`config.mk`:
```
export PLATFORM = sky130hd
export DESIGN_NAME = tetrad_ascii_frame_parser_crc16_unit
export DESIGN_NICKNAME = d
export VERILOG_FILES = /design/src/sv/tafp_pkg.sv /design/src/sv/tetrad_ascii_frame_parser_crc16_unit.sv /design/src/sv/tafp_frame.sv
export VERILOG_INCLUDE_DIRS = /design/src /design/src/sv
export SDC_FILE = /design/constraint.sdc
export NUM_CORES = 1
export LEC_CHECK = 0
export ABC_AREA = 1
export BUFFER_PORTS_ARGS = -buffer_cell sky130_fd_sc_hd__buf_2
export CAP_MARGIN = 10
export CORE_ASPECT_RATIO = 1.1
export CORE_MARGIN = 1
export CORE_UTILIZATION = 62
export DETAILED_ROUTE_END_ITERATION = 16
export GPL_TIMING_DRIVEN = 0
export PLACE_DENSITY_LB_ADDON = 0.25
export SYNTH_ARGS = -nofsm -noshare
export SYNTH_HDL_FRONTEND = slang
export SYNTH_HIERARCHICAL = 1
export SYNTH_SLANG_ARGS = --single-unit
```
`constraint.sdc`:
```
create_clock -name clk -period 6.3 [get_ports clk]
set_input_delay 0 -clock clk [delete_from_list [all_inputs] [get_ports clk]]
set_output_delay 0 -clock clk [all_outputs]
set_load 0.05 [all_outputs]
```
`src/sv/tetrad_ascii_frame_parser_crc16_unit_defines.svh`:
```
// ---------------------------------------------------------------------------
// Assertion macros for the tetrad ASCII frame parser
// Shared concurrent check forms; compile with NO_ASSERTIONS to drop them.
// ---------------------------------------------------------------------------
`ifndef TETRAD_ASCII_FRAME_PARSER_CRC16_UNIT_DEFINES_SVH
`define TETRAD_ASCII_FRAME_PARSER_CRC16_UNIT_DEFINES_SVH

`ifndef NO_ASSERTIONS

// same-cycle implication
`define TAFP_ASSERT_IMPL(label, ck, rn, ante, cons) \
	label: assert property (@(posedge ck) disable iff (!rn) (ante) |-> (cons)) \
		else $error("tafp: same-cycle check failed");

// next-cycle implication
`define TAFP_ASSERT_NEXT(label, ck, rn, ante, cons) \
	label: assert property (@(posedge ck) disable iff (!rn) (ante) |=> (cons)) \
		else $error("tafp: next-cycle check failed");

`else

`define TAFP_ASSERT_IMPL(label, ck, rn, ante, cons)
`define TAFP_ASSERT_NEXT(label, ck, rn, ante, cons)

`endif

`endif

```
`src/sv/tafp_pkg.sv`:
```
// ---------------------------------------------------------------------------
// tafp_pkg
// Character codes, CRC constants, result type and decode helpers.
// ---------------------------------------------------------------------------
package tafp_pkg;

	localparam logic [7:0]  CHAR_START        = 8'h23;
	localparam logic [7:0]  CHAR_CR           = 8'h0D;
	localparam logic [15:0] CRC_POLY          = 16'h8F57;
	localparam logic [4:0]  SYMBOLS_PER_FRAME = 5'd20;
	localparam logic [3:0]  IDX_ADDRESS       = 4'd0;
	localparam logic [3:0]  IDX_WORD_FIRST    = 4'd4;
	localparam logic [3:0]  IDX_WORD_LAST     = 4'd7;
	localparam logic [3:0]  IDX_CRC_FIRST     = 4'd8;

	typedef struct packed {
		logic        crc_ok;
		logic [7:0]  device_address;
		logic [31:0] raw_word;
		logic        value_negative;
		logic [2:0]  decimal_exponent;
		logic [20:0] mantissa;
	} result_t;

	function automatic logic [3:0] nibble_of(input logic [7:0] ch);
		logic [7:0] c;
		logic [7:0] d;
		begin
			c = ch;
			// fold lower case to upper
			if (c >= 8'h61 && c <= 8'h7A) c = c - 8'h20;
			d = c - 8'h37;
			if (c >= 8'h30 && c <= 8'h39)      nibble_of = c[3:0];
			else if (c >= 8'h41 && c <= 8'h5A) nibble_of = d[3:0];
			else if (c == 8'h2D)               nibble_of = 4'd4;
			else if (c == 8'h5F)               nibble_of = 4'd5;
			else if (c == 8'h2F)               nibble_of = 4'd6;
			else if (c == 8'h20)               nibble_of = 4'd7;
			else                               nibble_of = 4'd0;
		end
	endfunction

	// MSB-first byte update, one shift per bit
	function automatic logic [15:0] crc_byte(input logic [15:0] crc_in, input logic [7:0] b_in);
		logic [15:0] crc;
		logic [7:0]  b;
		logic        top;
		begin
			crc = crc_in;
			b   = b_in;
			for (int i = 0; i < 8; i++) begin
				top = b[7] ^ crc[15];
				crc = {crc[14:0], 1'b0} ^ (top ? CRC_POLY : 16'h0000);
				b   = {b[6:0], 1'b0};
			end
			crc_byte = crc;
		end
	endfunction

	// six nibbles weighted by powers of ten, digits above nine taken as they are
	function automatic logic [20:0] mantissa_of(input logic [23:0] w);
		begin
			mantissa_of = 21'(w[3:0])
				+ 21'(w[7:4])   * 21'd10
				+ 21'(w[11:8])  * 21'd100
				+ 21'(w[15:12]) * 21'd1000
				+ 21'(w[19:16]) * 21'd10000
				+ 21'(w[23:20]) * 21'd100000;
		end
	endfunction

endpackage

```
`src/sv/tetrad_ascii_frame_parser_crc16_unit.sv`:
```
// ---------------------------------------------------------------------------
// tetrad_ascii_frame_parser_crc16_unit
// Tetrad ASCII frame parser with CRC-16 check and float field decode.
// ---------------------------------------------------------------------------
//  channel | ports                                     | transfer when
//  --------+-------------------------------------------+-----------------------
//  rx      | rx_valid, rx_stall, rx_char               | rx_valid && !rx_stall
//  res     | res_valid, res_stall, crc_ok,             | res_valid && !res_stall
//          | device_address, raw_word, value_negative, |
//          | decimal_exponent, mantissa                |
//
//  One character per cycle while rx is not stalled; a result is registered on
//  res as its carriage return leaves the input register, unless older ones wait.
//  The CRC takes one byte update per pair of hex symbols.
//  Reset clears the frame state and both result slots.
//  rx stalls only while a frame-closing character waits in the input
//  register and both result slots (output and skid) are full.
// ---------------------------------------------------------------------------
`include "tetrad_ascii_frame_parser_crc16_unit_defines.svh"

module tetrad_ascii_frame_parser_crc16_unit (
	input  logic        clk,
	input  logic        arst_n,
	input  logic        rx_valid,
	output logic        rx_stall,
	input  logic [7:0]  rx_char,
	output logic        res_valid,
	input  logic        res_stall,
	output logic        crc_ok,
	output logic [7:0]  device_address,
	output logic [31:0] raw_word,
	output logic        value_negative,
	output logic [2:0]  decimal_exponent,
	output logic [20:0] mantissa
);

	logic              valid_s1;
	logic [7:0]        char_s1;
	logic              done;
	logic              adv;
	logic              step;
	logic              push;
	logic              pop;
	logic              accept;
	tafp_pkg::result_t res;
	tafp_pkg::result_t out_q;
	tafp_pkg::result_t skid_q;
	logic              out_valid_q;
	logic              skid_valid_q;

	assign adv      = !(done && skid_valid_q);
	assign step     = valid_s1 && adv;
	assign push     = step && done;
	assign pop      = out_valid_q && !res_stall;
	assign rx_stall = valid_s1 && !adv;
	assign accept   = rx_valid && !rx_stall;

	always_ff @(posedge clk or negedge arst_n) begin
		if (!arst_n) begin
			valid_s1 <= 1'b0;
		end else if (accept) begin
			valid_s1 <= 1'b1;
		end else if (adv) begin
			valid_s1 <= 1'b0;
		end
	end

	always_ff @(posedge clk) begin
		if (accept) char_s1 <= rx_char;
	end

	tafp_frame u_frame (
		.clk    (clk),
		.arst_n (arst_n),
		.step   (step),
		.ch     (char_s1),
		.done   (done),
		.res    (res)
	);

	// two result slots: output register and skid
	always_ff @(posedge clk or negedge arst_n) begin
		if (!arst_n) begin
			out_valid_q  <= 1'b0;
			skid_valid_q <= 1'b0;
		end else if (pop) begin
			if (skid_valid_q) begin
				out_valid_q  <= 1'b1;
				skid_valid_q <= push;
			end else begin
				out_valid_q  <= push;
			end
		end else if (!out_valid_q) begin
			out_valid_q <= push;
		end else if (push) begin
			skid_valid_q <= 1'b1;
		end
	end

	always_ff @(posedge clk) begin
		if (pop) begin
			if (skid_valid_q) begin
				out_q <= skid_q;
				if (push) skid_q <= res;
			end else if (push) begin
				out_q <= res;
			end
		end else if (!out_valid_q) begin
			if (push) out_q <= res;
		end else if (push) begin
			skid_q <= res;
		end
	end

	assign res_valid        = out_valid_q;
	assign crc_ok           = out_q.crc_ok;
	assign device_address   = out_q.device_address;
	assign raw_word         = out_q.raw_word;
	assign value_negative   = out_q.value_negative;
	assign decimal_exponent = out_q.decimal_exponent;
	assign mantissa         = out_q.mantissa;

	`TAFP_ASSERT_IMPL(a_skid_behind_out, clk, arst_n, skid_valid_q, out_valid_q)
	`TAFP_ASSERT_IMPL(a_stall_needs_item, clk, arst_n, rx_stall, valid_s1 && done)
	`TAFP_ASSERT_NEXT(a_skid_refills_out, clk, arst_n, pop && skid_valid_q, out_valid_q)

endmodule

```
`src/sv/tafp_frame.sv`:
```
// ---------------------------------------------------------------------------
// tafp_frame
// Frame state: symbol counting, byte assembly, CRC and field capture.
// ---------------------------------------------------------------------------
module tafp_frame (
	input  logic                  clk,
	input  logic                  arst_n,
	input  logic                  step,
	input  logic [7:0]            ch,
	output logic                  done,
	output tafp_pkg::result_t     res
);

	logic        in_frame_q;
	logic [4:0]  pos_q;
	logic [3:0]  high_q;
	logic [15:0] crc_q;
	logic [15:0] rcrc_q;
	logic [7:0]  addr_q;
	logic [31:0] word_q;

	logic [3:0]  nib;
	logic [7:0]  byte_v;
	logic [3:0]  idx;
	logic [15:0] crc_next;

	always_comb begin
		nib      = tafp_pkg::nibble_of(ch);
		byte_v   = {high_q, nib};
		idx      = pos_q[4:1];
		crc_next = tafp_pkg::crc_byte(crc_q, byte_v);
	end

	// a carriage return right after the last symbol closes a complete frame
	assign done = in_frame_q && (ch == tafp_pkg::CHAR_CR)
		&& (pos_q == tafp_pkg::SYMBOLS_PER_FRAME);

	always_comb begin
		res.crc_ok           = (crc_q == rcrc_q);
		res.device_address   = addr_q;
		res.raw_word         = word_q;
		res.value_negative   = word_q[31];
		res.decimal_exponent = word_q[30:28];
		res.mantissa         = tafp_pkg::mantissa_of(word_q[23:0]);
	end

	always_ff @(posedge clk or negedge arst_n) begin
		if (!arst_n) begin
			in_frame_q <= 1'b0;
			pos_q      <= '0;
			high_q     <= '0;
			crc_q      <= '0;
			rcrc_q     <= '0;
			addr_q     <= '0;
			word_q     <= '0;
		end else if (step) begin
			priority if (ch == tafp_pkg::CHAR_START) begin
				// restart from symbol zero
				in_frame_q <= 1'b1;
				pos_q      <= '0;
				high_q     <= '0;
				crc_q      <= '0;
				rcrc_q     <= '0;
				addr_q     <= '0;
				word_q     <= '0;
			end else if (!in_frame_q) begin
				in_frame_q <= 1'b0;
			end else if (ch == tafp_pkg::CHAR_CR) begin
				in_frame_q <= 1'b0;
			end else if (pos_q >= tafp_pkg::SYMBOLS_PER_FRAME) begin
				// drop: no carriage return after the last symbol
				in_frame_q <= 1'b0;
			end else begin
				if (!pos_q[0]) begin
					high_q <= nib;
				end else begin
					if (idx < tafp_pkg::IDX_CRC_FIRST) crc_q <= crc_next;
					// bytes 1 to 3 are only hashed
					if (idx == tafp_pkg::IDX_ADDRESS) begin
						addr_q <= byte_v;
					end else if (idx >= tafp_pkg::IDX_WORD_FIRST
						&& idx <= tafp_pkg::IDX_WORD_LAST) begin
						word_q <= {word_q[23:0], byte_v};
					end else if (idx >= tafp_pkg::IDX_CRC_FIRST) begin
						rcrc_q <= {rcrc_q[7:0], byte_v};
					end
				end
				pos_q <= pos_q + 5'd1;
			end
		end
	end

endmodule
```
; ---- Yosys cells after proc, flatten, opt, wreduce, memory -nomap -nowiden
; Cells that the tools add are included.
[op_classes]
n_addsub = 8
n_mul = 5
n_lt_le_gt_ge = 11
eq_ne = 16
mux = 72
bitwise = 16
n_reduce_logical = 32
[op_table]
columns = operator, count
row1 = 2-to-1 mux 66 bit, 8
row2 = 2-to-1 mux 16 bit, 22
row3 = 2-to-1 mux 32 bit, 7
row4 = XOR 16 bit, 8
row5 = 2-to-1 mux 8 bit, 7
row6 = 2-to-1 mux 4 bit, 10
row7 = == test 8 x 6 -> 1 bit (second input constant), 4
row8 = adder 21 x 11 -> 21 bit, 1
row9 = adder 21 x 14 -> 21 bit, 1
row10 = adder 21 x 18 -> 21 bit, 1
row11 = adder 21 bit, 1
row12 = 2-to-1 mux 5 bit, 4
row13 = == test 16 bit, 1
row14 = >= comparator 8 x 7 -> 1 bit (second input constant), 2
row15 = less-or-equal comparator 8 x 7 -> 1 bit (second input constant), 2
row16 = multiplier 4 x 12 -> 16 bit (second input constant), 1
row17 = nonzero test 2 bit, 8
row18 = multiplier 4 x 10 -> 14 bit (second input constant), 1
row19 = 2-to-1 mux 1 bit, 13
row20 = logical AND 1 bit, 12
row21 = AND reduction 6 bit, 2
row22 = multiplier 4 x 7 -> 11 bit (second input constant), 1
row23 = adder 4 x 8 -> 9 bit, 1
row24 = multiplier 4 x 5 -> 9 bit (second input constant), 1
row25 = other kinds (25), 41
[word_totals]
register_bits = 225
elab_cells = 183

; ---- Depth between registers and ports, before layout
; Gate-level depths: netlist of the first run.
[depth]
depth_word = 30
mapped_depth = 29
depth_no_buf = 29

; ---- Hierarchy
; The synthesis of the first run kept the hierarchy.
[modules_own_cells]
columns = module, instances, cells_per_inst, area_each_um2
row1 = tafp_frame, 1, 929, 7880.1
row2 = tetrad_ascii_frame_parser_crc16_unit, 1, 667, 6578.8

; ---- Worst setup path before layout of the first run
; No wires, ideal clock.
[synth_path]
path_kind = reg2reg
startpoint = reg u_frame.word_q[14]
endpoint = reg out_q, in the netlist mantissa[18], data pin
setup_ns = 0.254
t_arrival_ns = 5.538
slack_ns = 0.508
stages_incl_launch_ff = 28
period_less_slack_ns = 5.792
cell_sequence = dfrtp_1 -> ha_1 -> fa_1 -> inv_1 -> fa_1 -> inv_1 -> fa_1 -> inv_1 -> fa_1 -> fa_1 -> inv_1 -> ha_1 -> a21oi_1 -> nand2_1 -> a21oi_1 -> o21bai_1 -> a21boi_0 -> o21ai_0 -> a21oi_1 -> o21bai_1 -> a21oi_1 -> nor2_1 -> nor2_1 -> xnor2_1 -> inv_1 -> nand4_1 -> nand3_1 -> nand2_1
[synth_rtl]
columns = item, line_no
row1 = start: declaration, tafp_frame.sv:20  ; logic [31:0] word_q;
row2 = start signal: assignment, tafp_frame.sv:83  ; word_q <= {word_q[23:0], byte_v};
row3 = end signal: assignment, tetrad_ascii_frame_parser_crc16_unit.sv:103  ; out_q <= skid_q;
row4 = end signal: assignment, tetrad_ascii_frame_parser_crc16_unit.sv:106  ; out_q <= res;
row5 = end signal: assignment, tetrad_ascii_frame_parser_crc16_unit.sv:109  ; if (push) out_q <= res;
row6 = end: declaration, tetrad_ascii_frame_parser_crc16_unit.sv:46  ; tafp_pkg::result_t out_q;

==> impl_metrics.prom, run 1 <==
# TYPE chip_impl_metric gauge
chip_impl_metric{name="synth.lib_cells_used.distinct",unit=""} 50
chip_impl_info{name="final_cell_mix",value="358 x sky130_fd_sc_hd__nand2_1, 288 x sky130_fd_sc_hd__inv_1, 140 x sky130_fd_sc_hd__edfxtp_1, 116 x sky130_fd_sc_hd__nand3_1, 107 x sky130_fd_sc_hd__ha_1"} 1
chip_impl_metric{name="cts-root-to-sink-buffers",unit=""} 3
chip_impl_metric{name="maxClockFrequency",unit="MHz"} 165
chip_impl_metric{name="core-area",unit="um2"} 22900
chip_impl_metric{name="design.die.area",unit="um2"} 23900
chip_impl_metric{name="yosysTopAreaCellShare",unit="%"} 29.1
chip_impl_info{name="critical_path.reg2reg.endpoint",value="mantissa[18]$_DFFE_PP_"} 1
chip_impl_metric{name="clock_skew",unit="ns"} 0.0229
chip_impl_info{name="outcome",value="finished, final reports clean"} 1
chip_impl_metric{name="post_synth_instance_area",unit="um2"} 14500
chip_impl_metric{name="whs_path_depth",unit=""} 2
chip_impl_metric{name="vias",unit=""} 11300
chip_impl_info{name="hp-start",value="rx_char[3]"} 1
chip_impl_metric{name="final_layout_worst_hold_slack",unit="ns"} 0.190
chip_impl_metric{name="n_fill_cell",unit=""} 1694
chip_impl_metric{name="power.leakage",unit="uW"} 0.00813
chip_impl_metric{name="r2r.worst_path.cells",unit=""} 27
chip_impl_metric{name="dieWidth",unit="um"} 148
chip_impl_metric{name="synth-async-reset-ratio",unit="%"} 37.8
chip_impl_info{name="worst_r2r_startpoint",value="u_frame/word_q[13]$_DFFE_PN0P_"} 1
chip_impl_info{name="cts_tree",value="yes"} 1
chip_impl_info{name="worstSetupStartpoint",value="u_frame/word_q[13]$_DFFE_PN0P_"} 1
chip_impl_metric{name="numClockSinks",unit=""} 225
chip_impl_metric{name="syn-instance-count",unit=""} 1596
chip_impl_metric{name="max_cap_violations",unit=""} 0
chip_impl_metric{name="mappedNetlistNets",unit=""} 1754
chip_impl_metric{name="ant_nets",unit=""} 0
chip_impl_info{name="crit_path_end_kind",value="flop"} 1
chip_impl_info{name="synth.top_cells.by_area",value="sky130_fd_sc_hd__edfxtp_1 29%, sky130_fd_sc_hd__dfrtp_1 15%, sky130_fd_sc_hd__ha_1 9.4%"} 1
chip_impl_metric{name="numCtsBuffers",unit=""} 24
chip_impl_info{name="synth_top_area_cell",value="sky130_fd_sc_hd__edfxtp_1"} 1
chip_impl_metric{name="yosys_register_bits",unit=""} 225
chip_impl_info{name="cts.root.buffer_cell",value="sky130_fd_sc_hd__clkbuf_16"} 1
chip_impl_metric{name="critPathRequiredTime",unit="ns"} 6.56
chip_impl_metric{name="drt-vias-per-instance",unit=""} 5.56
chip_impl_metric{name="final.setup.tns",unit="ns"} 0
chip_impl_metric{name="cts_max_level",unit=""} 1
chip_impl_metric{name="drv_slew",unit=""} 0
chip_impl_metric{name="rows",unit=""} 58
chip_impl_metric{name="routed_wirelength",unit="mm"} 34.1
chip_impl_metric{name="initialDrtViolationCount",unit=""} 998
chip_impl_metric{name="buffer_ports.inserted",unit=""} 79
chip_impl_metric{name="path_max_fanout",unit=""} 6
chip_impl_metric{name="clk_transition_reported_paths",unit="ns"} 0.06
chip_impl_metric{name="slew_headroom",unit="%"} 37.6
chip_impl_metric{name="cp_data_arrival_time",unit="ns"} 6.32
chip_impl_info{name="layout.cells.most_common",value="sky130_fd_sc_hd__nand2_1"} 1
chip_impl_metric{name="vdd_ir_drop_max",unit="uV"} 606
chip_impl_metric{name="first_global_vias",unit=""} 10900
chip_impl_metric{name="period_needed",unit="ns"} 6.06
chip_impl_info{name="min-delay-path-class",value="input port to flop"} 1
chip_impl_metric{name="synth-seq-area-share",unit="%"} 43.8
chip_impl_info{name="synthFlopType",value="sky130_fd_sc_hd__edfxtp_1"} 1
chip_impl_metric{name="clk-insertion-delay-late",unit="ns"} 0.52
chip_impl_metric{name="place_congestion",unit=""} 0.905
chip_impl_metric{name="r2r_setup_slack",unit="ns"} 0.24
chip_impl_metric{name="route.detailed.drc",unit=""} 0
chip_impl_metric{name="hold_violations",unit=""} 0
chip_impl_metric{name="synth_enable_flop_cells",unit=""} 140
chip_impl_info{name="worst-setup-path-type",value="flop to flop"} 1
chip_impl_metric{name="place_hpwl",unit="mm"} 24.7
chip_impl_metric{name="antenna-diode-count",unit=""} 0
chip_impl_info{name="cp-start-kind",value="flop"} 1
chip_impl_metric{name="globalRouteTotalUtil",unit="%"} 28.7
chip_impl_metric{name="initial_utilization",unit="%"} 63.3
chip_impl_metric{name="antenna_found_initial",unit=""} 0
chip_impl_metric{name="io_pins",unit=""} 80
chip_impl_metric{name="post-route-period-util",unit="%"} 96.1
chip_impl_metric{name="drt_pre_antenna_iters",unit=""} 6
chip_impl_metric{name="yosys_warnings",unit=""} 6
chip_impl_metric{name="share_of_cells_above_drive_strength_1",unit="%"} 12.7
chip_impl_metric{name="ratio_of_total_power_to_cell_area",unit="nW/um2"} 309
chip_impl_metric{name="die_y",unit="um"} 162
chip_impl_info{name="hold-path-endpoint",value="char_s1[3]$_DFFE_PP_"} 1
chip_impl_metric{name="grt.overflow.total",unit=""} 0
chip_impl_metric{name="syn2layout_area_growth",unit="%"} 13.8
chip_impl_metric{name="final_nets",unit=""} 1881
chip_impl_metric{name="avgSynthCellArea",unit="um2"} 9.06
chip_impl_metric{name="tightest_slew",unit="ns"} 0.936
chip_impl_info{name="grt_setup_unrepaired",value="true"} 1
chip_impl_metric{name="grt_start_max_net_pins",unit=""} 67
chip_impl_metric{name="wire_length_of_the_first_global_routing_pass",unit="mm"} 54.7
chip_impl_metric{name="drt-wirelength-per-cell",unit="um"} 16.7
chip_impl_metric{name="setup_viol",unit=""} 0
## report_power, final
| group | total, uW | internal, uW | switching [uW] |
|---|---|---|---|
| Clock | 1520 | 919 | 603 |
| Combinational | 1790 | 619 | 1180 |
| Sequential | 1770 | 1670 | 97.7 |
| Total | 5090 | 3210 | 1880 |
## flip-flops by register name, indices dropped and copies added, names as in the netlist, 4 cells and up
register,cells
u_frame/word_q,32
char_s1,8
u_frame/high_q,4
skid_q,66
u_frame/rcrc_q,16
raw_word,32
u_frame/addr_q,8
u_frame/pos_q,5
u_frame/crc_q,16
device_address,8
mantissa,21
## through the flow
| stage | area (um2) | cells | utilization [%] | total power (uW) | worst slack [ns] |
|---|---|---|---|---|---|
| finish | 16500 | 2041 | 72.0 | 5090 | 0.244 |
| global route | 16500 | 2041 | 72.0 | 5370 | -0.0603 |
| CTS | 16300 | 2035 | 71.4 | 5100 | 0.00649 |
| detailed placement | 15300 | 1978 | 67.0 | 3540 | -0.125 |
| global placement | 15200 | 1975 | 66.6 | 3500 | -0.936 |
| floorplan | 14500 | 1596 | - | 3230 | 0.508 |
## layer usage
| layer | track usage (%) | vias up | share of wire, % |
|---|---|---|---|
| met3 | 3.26 | 64 | 6.4 |
| met2 | 50.4 | 407 | 50 |
| met4 | 7.92 | 0 | 2.3 |
| li1 | - | 5438 | - |
| met5 | 0 | - | 0 |
| met1 | 37.8 | 5434 | 42 |
## layout make-up
| type | count | area [um2] | area share (%) |
|---|---|---|---|
| multi-input cells | 1013 | 6790 | 41.3 |
| inverters | 294 | 1110 | 6.74 |
| flip-flops and latches | 225 | 6330 | 38.5 |
| clock buffers | 29 | 661 | 4.01 |
| repair buffers | 101 | 651 | 3.95 |
| well taps | 300 | 375 | 2.28 |
| plain buffers | 64 | 335 | 2.04 |
| clock inverters | 15 | 199 | 1.21 |
## cells by family after synthesis
kind of cell,synth area share [%]
AOI/OAI and AO/OA,5.80
xor gates and xnor gates,6.46
adders and majority gates,14.6
buffers and inverters,9.99
DFF,43.8
and+or+nand+nor,19.4
## cells in the mapped netlist, types with 5 or more instances
cell                         n
sky130_fd_sc_hd__o21ai_1     7
sky130_fd_sc_hd__nand2_1   359
sky130_fd_sc_hd__dfrtp_1    85
sky130_fd_sc_hd__xor2_1     53
sky130_fd_sc_hd__nand3_1   116
sky130_fd_sc_hd__clkbuf_1   21
sky130_fd_sc_hd__edfxtp_1  140
sky130_fd_sc_hd__o31ai_1    10
sky130_fd_sc_hd__buf_1       5
sky130_fd_sc_hd__nor3_1      5
sky130_fd_sc_hd__o21bai_1    5
sky130_fd_sc_hd__inv_1     288
sky130_fd_sc_hd__nor2_1     36
sky130_fd_sc_hd__nand2_4     7
sky130_fd_sc_hd__fa_1       37
sky130_fd_sc_hd__xnor2_1    35
sky130_fd_sc_hd__o21ai_0    74
sky130_fd_sc_hd__buf_4      12
sky130_fd_sc_hd__ha_1      109
sky130_fd_sc_hd__buf_2      23
sky130_fd_sc_hd__a21oi_1    36
sky130_fd_sc_hd__nand4_1    75
## critical path, stage by stage, from the launching register on
cell	delay [ns]
sky130_fd_sc_hd__dfrtp_2	0.47
sky130_fd_sc_hd__ha_1	0.35
sky130_fd_sc_hd__fa_1	0.54
sky130_fd_sc_hd__inv_1	0.07
sky130_fd_sc_hd__fa_1	0.54
sky130_fd_sc_hd__inv_1	0.05
sky130_fd_sc_hd__fa_1	0.49
sky130_fd_sc_hd__inv_1	0.06
sky130_fd_sc_hd__fa_1	0.49
sky130_fd_sc_hd__fa_1	0.55
sky130_fd_sc_hd__inv_1	0.04
sky130_fd_sc_hd__ha_1	0.35
sky130_fd_sc_hd__a21oi_1	0.16
sky130_fd_sc_hd__nand2_1	0.10
sky130_fd_sc_hd__a21oi_2	0.17
sky130_fd_sc_hd__o21bai_4	0.09
sky130_fd_sc_hd__a21boi_4	0.17
sky130_fd_sc_hd__o21ai_2	0.09
sky130_fd_sc_hd__a21oi_1	0.14
sky130_fd_sc_hd__o21bai_1	0.11
sky130_fd_sc_hd__a21oi_1	0.13
sky130_fd_sc_hd__nor2_1	0.05
sky130_fd_sc_hd__nor2_1	0.17
sky130_fd_sc_hd__xnor2_2	0.12
sky130_fd_sc_hd__inv_1	0.07
sky130_fd_sc_hd__nand4_1	0.08
sky130_fd_sc_hd__nand3_1	0.10
sky130_fd_sc_hd__nand2_1	0.06
## how the worst max path moves through the flow
stage	endpoint	slack [ns]
after global placement	skid_q[16]$_DFFE_PP_	-0.94
after detailed placement	mantissa[18]$_DFFE_PP_	-0.13
after global routing	mantissa[18]$_DFFE_PP_	-0.06
after floorplan	mantissa[18]$_DFFE_PP_	0.51
after CTS	mantissa[18]$_DFFE_PP_	0.006
final	mantissa[18]$_DFFE_PP_	0.24
## timing repair
action,in CTS,in global routing
gates cloned,0,0
gates resized for setup,4,19
pin swaps,0,4
setup endpoints to repair,1,8
setup buffers,0,6
hold endpoints to repair,96,0
hold buffers,13,0
Note: power is estimated with default switching activity, not from simulation.
==> inputs of run 2 (changes only) <==
- RECOVER_POWER: unset -> 100
- REMOVE_ABC_BUFFERS: unset -> 1
- SYNTH_HIERARCHICAL: 1 -> unset
==> impl_metrics.prom, run 2 <==
# TYPE chip_impl_metric gauge
chip_impl_metric{name="ant_nets",unit=""} 0
chip_impl_metric{name="synth.lib_cells_used.distinct",unit=""} 50
chip_impl_metric{name="vdd_ir_drop_max",unit="uV"} 950
chip_impl_info{name="yosysMostFrequentCell",value="sky130_fd_sc_hd__inv_1"} 1
chip_impl_metric{name="initial_utilization",unit="%"} 63.4
chip_impl_metric{name="numClockSinks",unit=""} 220
chip_impl_metric{name="wire_length_of_the_first_global_routing_pass",unit="mm"} 47.7
chip_impl_metric{name="post_synth_instance_area",unit="um2"} 13600
chip_impl_metric{name="seqPwrFrac",unit="%"} 32.9
chip_impl_metric{name="max_stage_delay_on_crit_path",unit="ns"} 0.61
chip_impl_metric{name="p_clk_share",unit="%"} 25.8
chip_impl_info{name="outcome",value="finished, violations left"} 1
chip_impl_metric{name="finish.utilization",unit="%"} 70.6
chip_impl_metric{name="io_pins",unit=""} 80
chip_impl_metric{name="hold_violations",unit=""} 0
chip_impl_metric{name="syn-instance-count",unit=""} 1436
chip_impl_metric{name="synth-seq-area-share",unit="%"} 45.5
chip_impl_metric{name="period_needed",unit="ns"} 5.97
chip_impl_metric{name="final_nets",unit=""} 1684
chip_impl_info{name="cp-start-kind",value="flop"} 1
chip_impl_metric{name="first_global_vias",unit=""} 9883
chip_impl_metric{name="drt_pre_antenna_iters",unit=""} 5
chip_impl_info{name="failed_checks",value="capacitance limit, slew limit"} 1
chip_impl_metric{name="clock_skew",unit="ns"} 0.0126
chip_impl_metric{name="core-area",unit="um2"} 21400
chip_impl_metric{name="routed_wirelength",unit="mm"} 30.0
chip_impl_metric{name="maxClockFrequency",unit="MHz"} 167
chip_impl_metric{name="antenna-diode-count",unit=""} 0
chip_impl_metric{name="yosys_register_bits",unit=""} 220
chip_impl_metric{name="place_congestion",unit=""} 0.916
chip_impl_metric{name="n_fill_cell",unit=""} 1633
chip_impl_metric{name="power.leakage",unit="uW"} 0.00704
chip_impl_info{name="worst-setup-path-type",value="flop to flop"} 1
chip_impl_metric{name="yosysTopAreaCellShare",unit="%"} 29.8
chip_impl_metric{name="met3WireLength",unit="mm"} 1.37
chip_impl_metric{name="tightest_slew",unit="ns"} 3.03
chip_impl_metric{name="grt_start_max_net_pins",unit=""} 88
chip_impl_info{name="synthFlopType",value="sky130_fd_sc_hd__edfxtp_1"} 1
chip_impl_info{name="synth_top_area_cell",value="sky130_fd_sc_hd__edfxtp_1"} 1
chip_impl_info{name="layout.cells.most_common",value="sky130_fd_sc_hd__inv_1"} 1
chip_impl_metric{name="setup_viol",unit=""} 0
chip_impl_metric{name="route.detailed.drc",unit=""} 0
chip_impl_metric{name="yosys_warnings",unit=""} 0
chip_impl_info{name="cp_slowest_cell",value="sky130_fd_sc_hd__fa_2"} 1
chip_impl_metric{name="avgSynthCellArea",unit="um2"} 9.46
chip_impl_metric{name="power.internal",unit="uW"} 3200
chip_impl_metric{name="cts-root-to-sink-buffers",unit=""} 3
chip_impl_metric{name="p_switching",unit="uW"} 2050
chip_impl_metric{name="cp_data_arrival_time",unit="ns"} 6.34
chip_impl_metric{name="timing.critical_path.buf_inv",unit=""} 3
chip_impl_metric{name="detailedPlace.worstSlack",unit="ns"} 0.0621
chip_impl_info{name="min-delay-path-class",value="input port to flop"} 1
chip_impl_metric{name="power.share.combinational",unit="%"} 41.3
chip_impl_metric{name="dpl_cell_area",unit="um2"} 14400
chip_impl_metric{name="clk_transition_reported_paths",unit="ns"} 0.06
chip_impl_metric{name="rows",unit=""} 56
chip_impl_metric{name="fin_ws",unit="ns"} 0.328
chip_impl_metric{name="grt.overflow.total",unit=""} 0
chip_impl_metric{name="wl_on_met1",unit="mm"} 12.0
chip_impl_metric{name="postLayoutCellArea",unit="um2"} 15100
chip_impl_metric{name="initialDrtViolationCount",unit=""} 579
chip_impl_metric{name="critPathRequiredTime",unit="ns"} 6.67
chip_impl_info{name="synth.top_cells.by_area",value="sky130_fd_sc_hd__edfxtp_1 30%, sky130_fd_sc_hd__dfrtp_1 16%, sky130_fd_sc_hd__ha_1 10%"} 1
chip_impl_metric{name="syn2layout_area_growth",unit="%"} 11.4
chip_impl_metric{name="cts_max_level",unit=""} 1
chip_impl_info{name="final_cell_mix",value="238 x sky130_fd_sc_hd__inv_1, 216 x sky130_fd_sc_hd__nand2_1, 161 x sky130_fd_sc_hd__o21ai_0, 135 x sky130_fd_sc_hd__edfxtp_1, 109 x sky130_fd_sc_hd__ha_1"} 1
chip_impl_metric{name="clk-insertion-delay-late",unit="ns"} 0.53
chip_impl_info{name="dr.max_layer_used",value="met4"} 1
chip_impl_metric{name="slew_headroom",unit="%"} -102
chip_impl_info{name="cpLargestDelayFamily",value="adder cells"} 1
chip_impl_metric{name="drt-vias-per-instance",unit=""} 5.51
chip_impl_metric{name="globalRouteTotalUtil",unit="%"} 27.2
chip_impl_metric{name="drt-wirelength-per-cell",unit="um"} 16.3
chip_impl_info{name="registers.top_by_ff_count",value="skid_q"} 1
chip_impl_metric{name="die_y",unit="um"} 157
chip_impl_metric{name="met2RoutedLength",unit="mm"} 15.6
chip_impl_metric{name="buffer_ports.inserted",unit=""} 79
chip_impl_metric{name="numCtsBuffers",unit=""} 23
chip_impl_info{name="cts_tree",value="yes"} 1
chip_impl_metric{name="antenna_found_initial",unit=""} 0
chip_impl_info{name="cts.root.buffer_cell",value="sky130_fd_sc_hd__clkbuf_16"} 1
chip_impl_metric{name="post-route-period-util",unit="%"} 94.8
chip_impl_metric{name="synth-async-reset-ratio",unit="%"} 38.6
chip_impl_metric{name="share_of_cells_above_drive_strength_1",unit="%"} 6.87
chip_impl_metric{name="design.die.area",unit="um2"} 22500
chip_impl_info{name="ys_top_cells_by_count",value="237 x sky130_fd_sc_hd__inv_1, 217 x sky130_fd_sc_hd__nand2_1, 163 x sky130_fd_sc_hd__o21ai_0"} 1
chip_impl_metric{name="ratio_of_total_power_to_cell_area",unit="nW/um2"} 346
chip_impl_metric{name="place_hpwl",unit="mm"} 20.9
chip_impl_metric{name="max_reg_flops",unit=""} 61
chip_impl_metric{name="p_sw_share",unit="%"} 39.1
chip_impl_metric{name="max_cap_violations",unit=""} 6
chip_impl_metric{name="path_max_fanout",unit=""} 8
chip_impl_metric{name="synth_enable_flop_cells",unit=""} 135
chip_impl_metric{name="dieWidth",unit="um"} 143
chip_impl_metric{name="vias",unit=""} 10100
chip_impl_info{name="crit_path_end_kind",value="flop"} 1
chip_impl_metric{name="drv_slew",unit=""} 243
-- run 2: metrics by stage --
| stage | total power, uW | hold slack (ns) | std cells | TNS, ns |
|---|---|---|---|---|
| final | 5250 | 0.188 | 1833 | 0 |
| after global routing | 5530 | 0.179 | 1833 | -0.0667 |
| after CTS | 5270 | 0.00506 | 1828 | 0 |
| after detailed placement | 3910 | -0.00897 | 1774 | 0 |
| after global placement | 3840 | 0.176 | 1767 | -143.79 |
| after floorplan | 3510 | -0.296 | 1398 | 0 |
-- run 2: final cells by class --
type | instances | area, um2 | share of cell area, %
Inverter | 245 | 922 | 6.09
Multi-Input combinational cell | 933 | 6370 | 42.1
Sequential cell | 220 | 6190 | 40.9
Clock inverter | 12 | 125 | 0.826
Tap cell | 290 | 363 | 2.40
Clock buffer | 30 | 622 | 4.11
Timing Repair Buffer | 103 | 554 | 3.66
-- run 2: per-layer routing --
metal	GRT usage (%)	up-vias
li1	-	4924
met1	31.6	4837
met2	50.1	267
met3	3.86	68
met4	10.7	0
met5	0	-
-- run 2: timing repair --
action,CTS,global route
setup endpoints to repair,0,8
hold buffers,12,0
setup buffers,0,5
resized for setup,0,18
endpoints found under the hold margin,104,0
-- run 2: power groups by stage --
stage               logic [uW]  clock network, uW  registers, uW
floorplan                 1680                  0           1830
global placement          2090                  0           1750
detailed placement        2150                  0           1750
CTS                       2170               1370           1730
global route              2360               1430           1740
finish                    2170               1350           1730
-- run 2: path summary, 6_finish.rpt --
path | slack, ns | depth (start not counted) | start | end
max in group asynchronous | 3.14 | 3 | arst_n | u_frame.word_q[14]$_DFFE_PN0P_
max | 0.33 | 28 | u_frame.word_q[13]$_DFFE_PN0P_ | mantissa[19]$_DFFE_PP_
min in group asynchronous | 0.71 | 3 | arst_n | u_frame.addr_q[0]$_DFFE_PN0P_
min reg2reg | 0.44 | 0 | u_frame.word_q[31]$_DFFE_PN0P_ | skid_q[56]$_DFFE_PP_
min | 0.19 | 2 | rx_char[3] | char_s1[3]$_DFFE_PP_
max reg2reg | 0.33 | 28 | u_frame.word_q[13]$_DFFE_PN0P_ | mantissa[19]$_DFFE_PP_
-- run 2: logic make-up (layout without fill, tap and decap cells) --
group / count (synthesis) / after routing / synth area share [%]
flops: 220 / 220 / 45.5
xor+xnor: 100 / 100 / 6.80
fa+ha+maj: 146 / 146 / 15.5
buf+inv: 283 / 390 / 7.91
simple gates: 401 / 401 / 13.2
compound gates: 286 / 286 / 11.1
==> inputs of run 3 (changes only) <==
- REMOVE_ABC_BUFFERS: 1 -> unset
==> impl_metrics.prom, run 3 (synthesis gave the netlist of run 2 again) <==
# TYPE chip_impl_metric gauge
chip_impl_info{name="outcome",value="finished, violations left"} 1
chip_impl_info{name="failed_checks",value="capacitance limit, slew limit"} 1
chip_impl_metric{name="period_needed",unit="ns"} 5.89
chip_impl_info{name="cp-start-kind",value="flop"} 1
chip_impl_metric{name="place_congestion",unit=""} 0.907
chip_impl_metric{name="globalRouteTotalUtil",unit="%"} 29.8
chip_impl_metric{name="dieWidth",unit="um"} 143
chip_impl_metric{name="cp_data_arrival_time",unit="ns"} 6.26
chip_impl_metric{name="tightest_slew",unit="ns"} 3.76
chip_impl_metric{name="ratio_of_total_power_to_cell_area",unit="nW/um2"} 342
chip_impl_metric{name="slew_headroom",unit="%"} -151
chip_impl_metric{name="routed_wirelength",unit="mm"} 32.4
chip_impl_metric{name="die_y",unit="um"} 157
chip_impl_metric{name="first_global_vias",unit=""} 10100
chip_impl_metric{name="power.share.combinational",unit="%"} 39.7
chip_impl_metric{name="drt-vias-per-instance",unit=""} 5.55
chip_impl_metric{name="sequential_cell_area",unit="um2"} 6190
chip_impl_metric{name="max_reg_flops",unit=""} 61
chip_impl_info{name="cts.root.buffer_cell",value="sky130_fd_sc_hd__clkbuf_16"} 1
chip_impl_metric{name="clk_transition_reported_paths",unit="ns"} 0.07
chip_impl_metric{name="clock_skew",unit="ns"} 0.0147
chip_impl_metric{name="place_hpwl",unit="mm"} 23.9
chip_impl_info{name="crit_top_cell",value="sky130_fd_sc_hd__a21oi_1"} 1
chip_impl_metric{name="cts_max_level",unit=""} 1
chip_impl_metric{name="timing.critical_path.buf_inv",unit=""} 3
chip_impl_metric{name="drt_pre_antenna_iters",unit=""} 5
chip_impl_info{name="crit_path_end_kind",value="flop"} 1
chip_impl_metric{name="setup_viol",unit=""} 0
chip_impl_metric{name="syn2layout_area_growth",unit="%"} 12.1
chip_impl_metric{name="power.internal",unit="uW"} 3200
chip_impl_info{name="critical_path.reg2reg.endpoint",value="mantissa[19]$_DFFE_PP_"} 1
chip_impl_metric{name="vias",unit=""} 10400
chip_impl_metric{name="final-instance-count-excl-fill",unit=""} 1872
chip_impl_metric{name="numCtsBuffers",unit=""} 24
chip_impl_info{name="min-delay-path-class",value="input port to flop"} 1
chip_impl_metric{name="mappedNetlistNets",unit=""} 1594
chip_impl_info{name="final_cell_mix",value="237 x sky130_fd_sc_hd__inv_1, 226 x sky130_fd_sc_hd__nand2_1, 161 x sky130_fd_sc_hd__o21ai_0, 135 x sky130_fd_sc_hd__edfxtp_1, 110 x sky130_fd_sc_hd__clkbuf_1"} 1
chip_impl_metric{name="place.detailed.instances",unit=""} 1808
chip_impl_metric{name="power.leakage",unit="uW"} 0.00709
chip_impl_metric{name="r2r.worst_path.cells",unit=""} 28
chip_impl_metric{name="initialDrtViolationCount",unit=""} 855
chip_impl_info{name="cp_slowest_cell",value="sky130_fd_sc_hd__fa_2"} 1
chip_impl_info{name="hp-start",value="rx_char[6]"} 1
chip_impl_metric{name="design.die.area",unit="um2"} 22500
chip_impl_metric{name="drv_slew",unit=""} 134
chip_impl_metric{name="grt.overflow.total",unit=""} 0
chip_impl_metric{name="multi_input_comb_area",unit="um2"} 6300
chip_impl_metric{name="final.setup.tns",unit="ns"} 0
chip_impl_metric{name="critPathRequiredTime",unit="ns"} 6.67
chip_impl_metric{name="seqPwrFrac",unit="%"} 33.3
chip_impl_metric{name="grt_start_max_net_pins",unit=""} 67
chip_impl_metric{name="drt-wirelength-per-cell",unit="um"} 17.3
chip_impl_metric{name="ant_nets",unit=""} 0
chip_impl_metric{name="vdd_ir_drop_max",unit="uV"} 925
chip_impl_metric{name="buffer_ports.inserted",unit=""} 79
chip_impl_metric{name="share_of_cells_above_drive_strength_1",unit="%"} 6.45
chip_impl_metric{name="maxClockFrequency",unit="MHz"} 170
chip_impl_metric{name="n_fill_cell",unit=""} 1639
chip_impl_metric{name="whs_path_depth",unit=""} 2
chip_impl_metric{name="p_switching",unit="uW"} 2010
chip_impl_metric{name="wire_length_of_the_first_global_routing_pass",unit="mm"} 51.4
chip_impl_metric{name="max_stage_delay_on_crit_path",unit="ns"} 0.62
chip_impl_metric{name="clk-insertion-delay-late",unit="ns"} 0.52
chip_impl_metric{name="core-area",unit="um2"} 21400
chip_impl_metric{name="post-route-period-util",unit="%"} 93.6
chip_impl_info{name="worst-setup-path-type",value="flop to flop"} 1
chip_impl_info{name="cpLargestDelayFamily",value="adder cells"} 1
chip_impl_metric{name="initial_utilization",unit="%"} 63.4
chip_impl_metric{name="r2r_setup_slack",unit="ns"} 0.41
chip_impl_metric{name="rows",unit=""} 56
chip_impl_info{name="layout.cells.most_common",value="sky130_fd_sc_hd__inv_1"} 1
chip_impl_metric{name="max_cap_violations",unit=""} 2
chip_impl_metric{name="route.detailed.drc",unit=""} 0
chip_impl_metric{name="final_nets",unit=""} 1722
chip_impl_metric{name="hold_violations",unit=""} 0
chip_impl_metric{name="antenna-diode-count",unit=""} 0
chip_impl_metric{name="p_sw_share",unit="%"} 38.6
chip_impl_metric{name="cts-root-to-sink-buffers",unit=""} 3
chip_impl_info{name="hold-path-endpoint",value="char_s1[6]$_DFFE_PP_"} 1
chip_impl_info{name="worst_r2r_startpoint",value="u_frame.word_q[15]$_DFFE_PN0P_"} 1
chip_impl_metric{name="io_pins",unit=""} 80
chip_impl_info{name="cts_tree",value="yes"} 1
chip_impl_metric{name="path_max_fanout",unit=""} 8
chip_impl_metric{name="antenna_found_initial",unit=""} 0
chip_impl_info{name="registers.top_by_ff_count",value="skid_q"} 1
chip_impl_metric{name="numClockSinks",unit=""} 220
chip_impl_metric{name="p_clk_share",unit="%"} 27.0
## run 3: changes by cell type in the layout (fill, tap and decap cells not counted), sizes merged
cell,previous run,this run
dlygate4sd3,11,12
clkinv,10,8
bufinv,2,0
buf,17,21
clkbuf,105,144
inv,245,244
## run 3: repair_timing
action,in CTS,in global routing
endpoints found under the hold margin,97,0
gates resized for setup,0,18
buffers inserted,0,8
setup endpoints to repair,0,10
hold buffers,12,0
## run 3: how the worst max path moves through the flow
stage / startpoint / end / slack (ns) / depth (start not counted)
2_1_floorplan: u_frame.word_q[5]$_DFFE_PN0P_ / mantissa[18]$_DFFE_PP_ / 0.66 / 26
3_3_place_gp: char_s1[1]$_DFFE_PP_ / skid_q[37]$_DFFE_PP_ / -0.36 / 9
3_5_place_dp: u_frame.word_q[5]$_DFFE_PN0P_ / mantissa[18]$_DFFE_PP_ / 0.05 / 26
4_1_cts: u_frame.word_q[5]$_DFFE_PN0P_ / mantissa[19]$_DFFE_PP_ / 0.03 / 28
5_1_grt: u_frame.word_q[5]$_DFFE_PN0P_ / mantissa[19]$_DFFE_PP_ / -0.007 / 28
6_report: u_frame.word_q[15]$_DFFE_PN0P_ / mantissa[19]$_DFFE_PP_ / 0.41 / 28
## run 3: layout make-up
cell class / instances / area share [%]
buffer: 38 / 0.986
clock buffer: 37 / 5.01
clock inverter: 7 / 0.304
inverter: 245 / 6.05
multi-input combinational: 933 / 41.4
sequential: 220 / 40.6
tap: 290 / 2.38
timing repair buffer: 102 / 3.29
## run 3: layer usage
metal | global-route usage, % | part of all wire [%] | vias to the layer above
li1 | - | - | 5000
met1 | 37.9 | 40 | 4912
met2 | 51.7 | 49 | 384
met3 | 4.90 | 6.9 | 92
met4 | 10.1 | 3.5 | 0
met5 | 0 | 0 | -
## run 3: power by group through the flow
stage / Sequential [uW] / Combinational [uW] / Clock (uW)
CTS: 1730 / 2180 / 1410
floorplan: 1830 / 1680 / 0
global route: 1740 / 2300 / 1470
global placement: 1760 / 2090 / 0
detailed placement: 1760 / 2150 / 0
finish: 1730 / 2070 / 1410
## run 3: through the flow
stage	area, um2	setup WS, ns	utilization (%)	hold WS, ns	total power (uW)
6_report	15200	0.406	71.0	0.193	5210
5_1_grt	15200	-0.00668	71.0	0.197	5510
4_1_cts	15400	0.0282	71.7	0.0605	5320
3_5_place_dp	14400	0.0548	67.3	-0.0946	3910
3_3_place_gp	14300	-0.359	66.9	0.177	3850
2_1_floorplan	13600	0.663	-	-0.296	3520
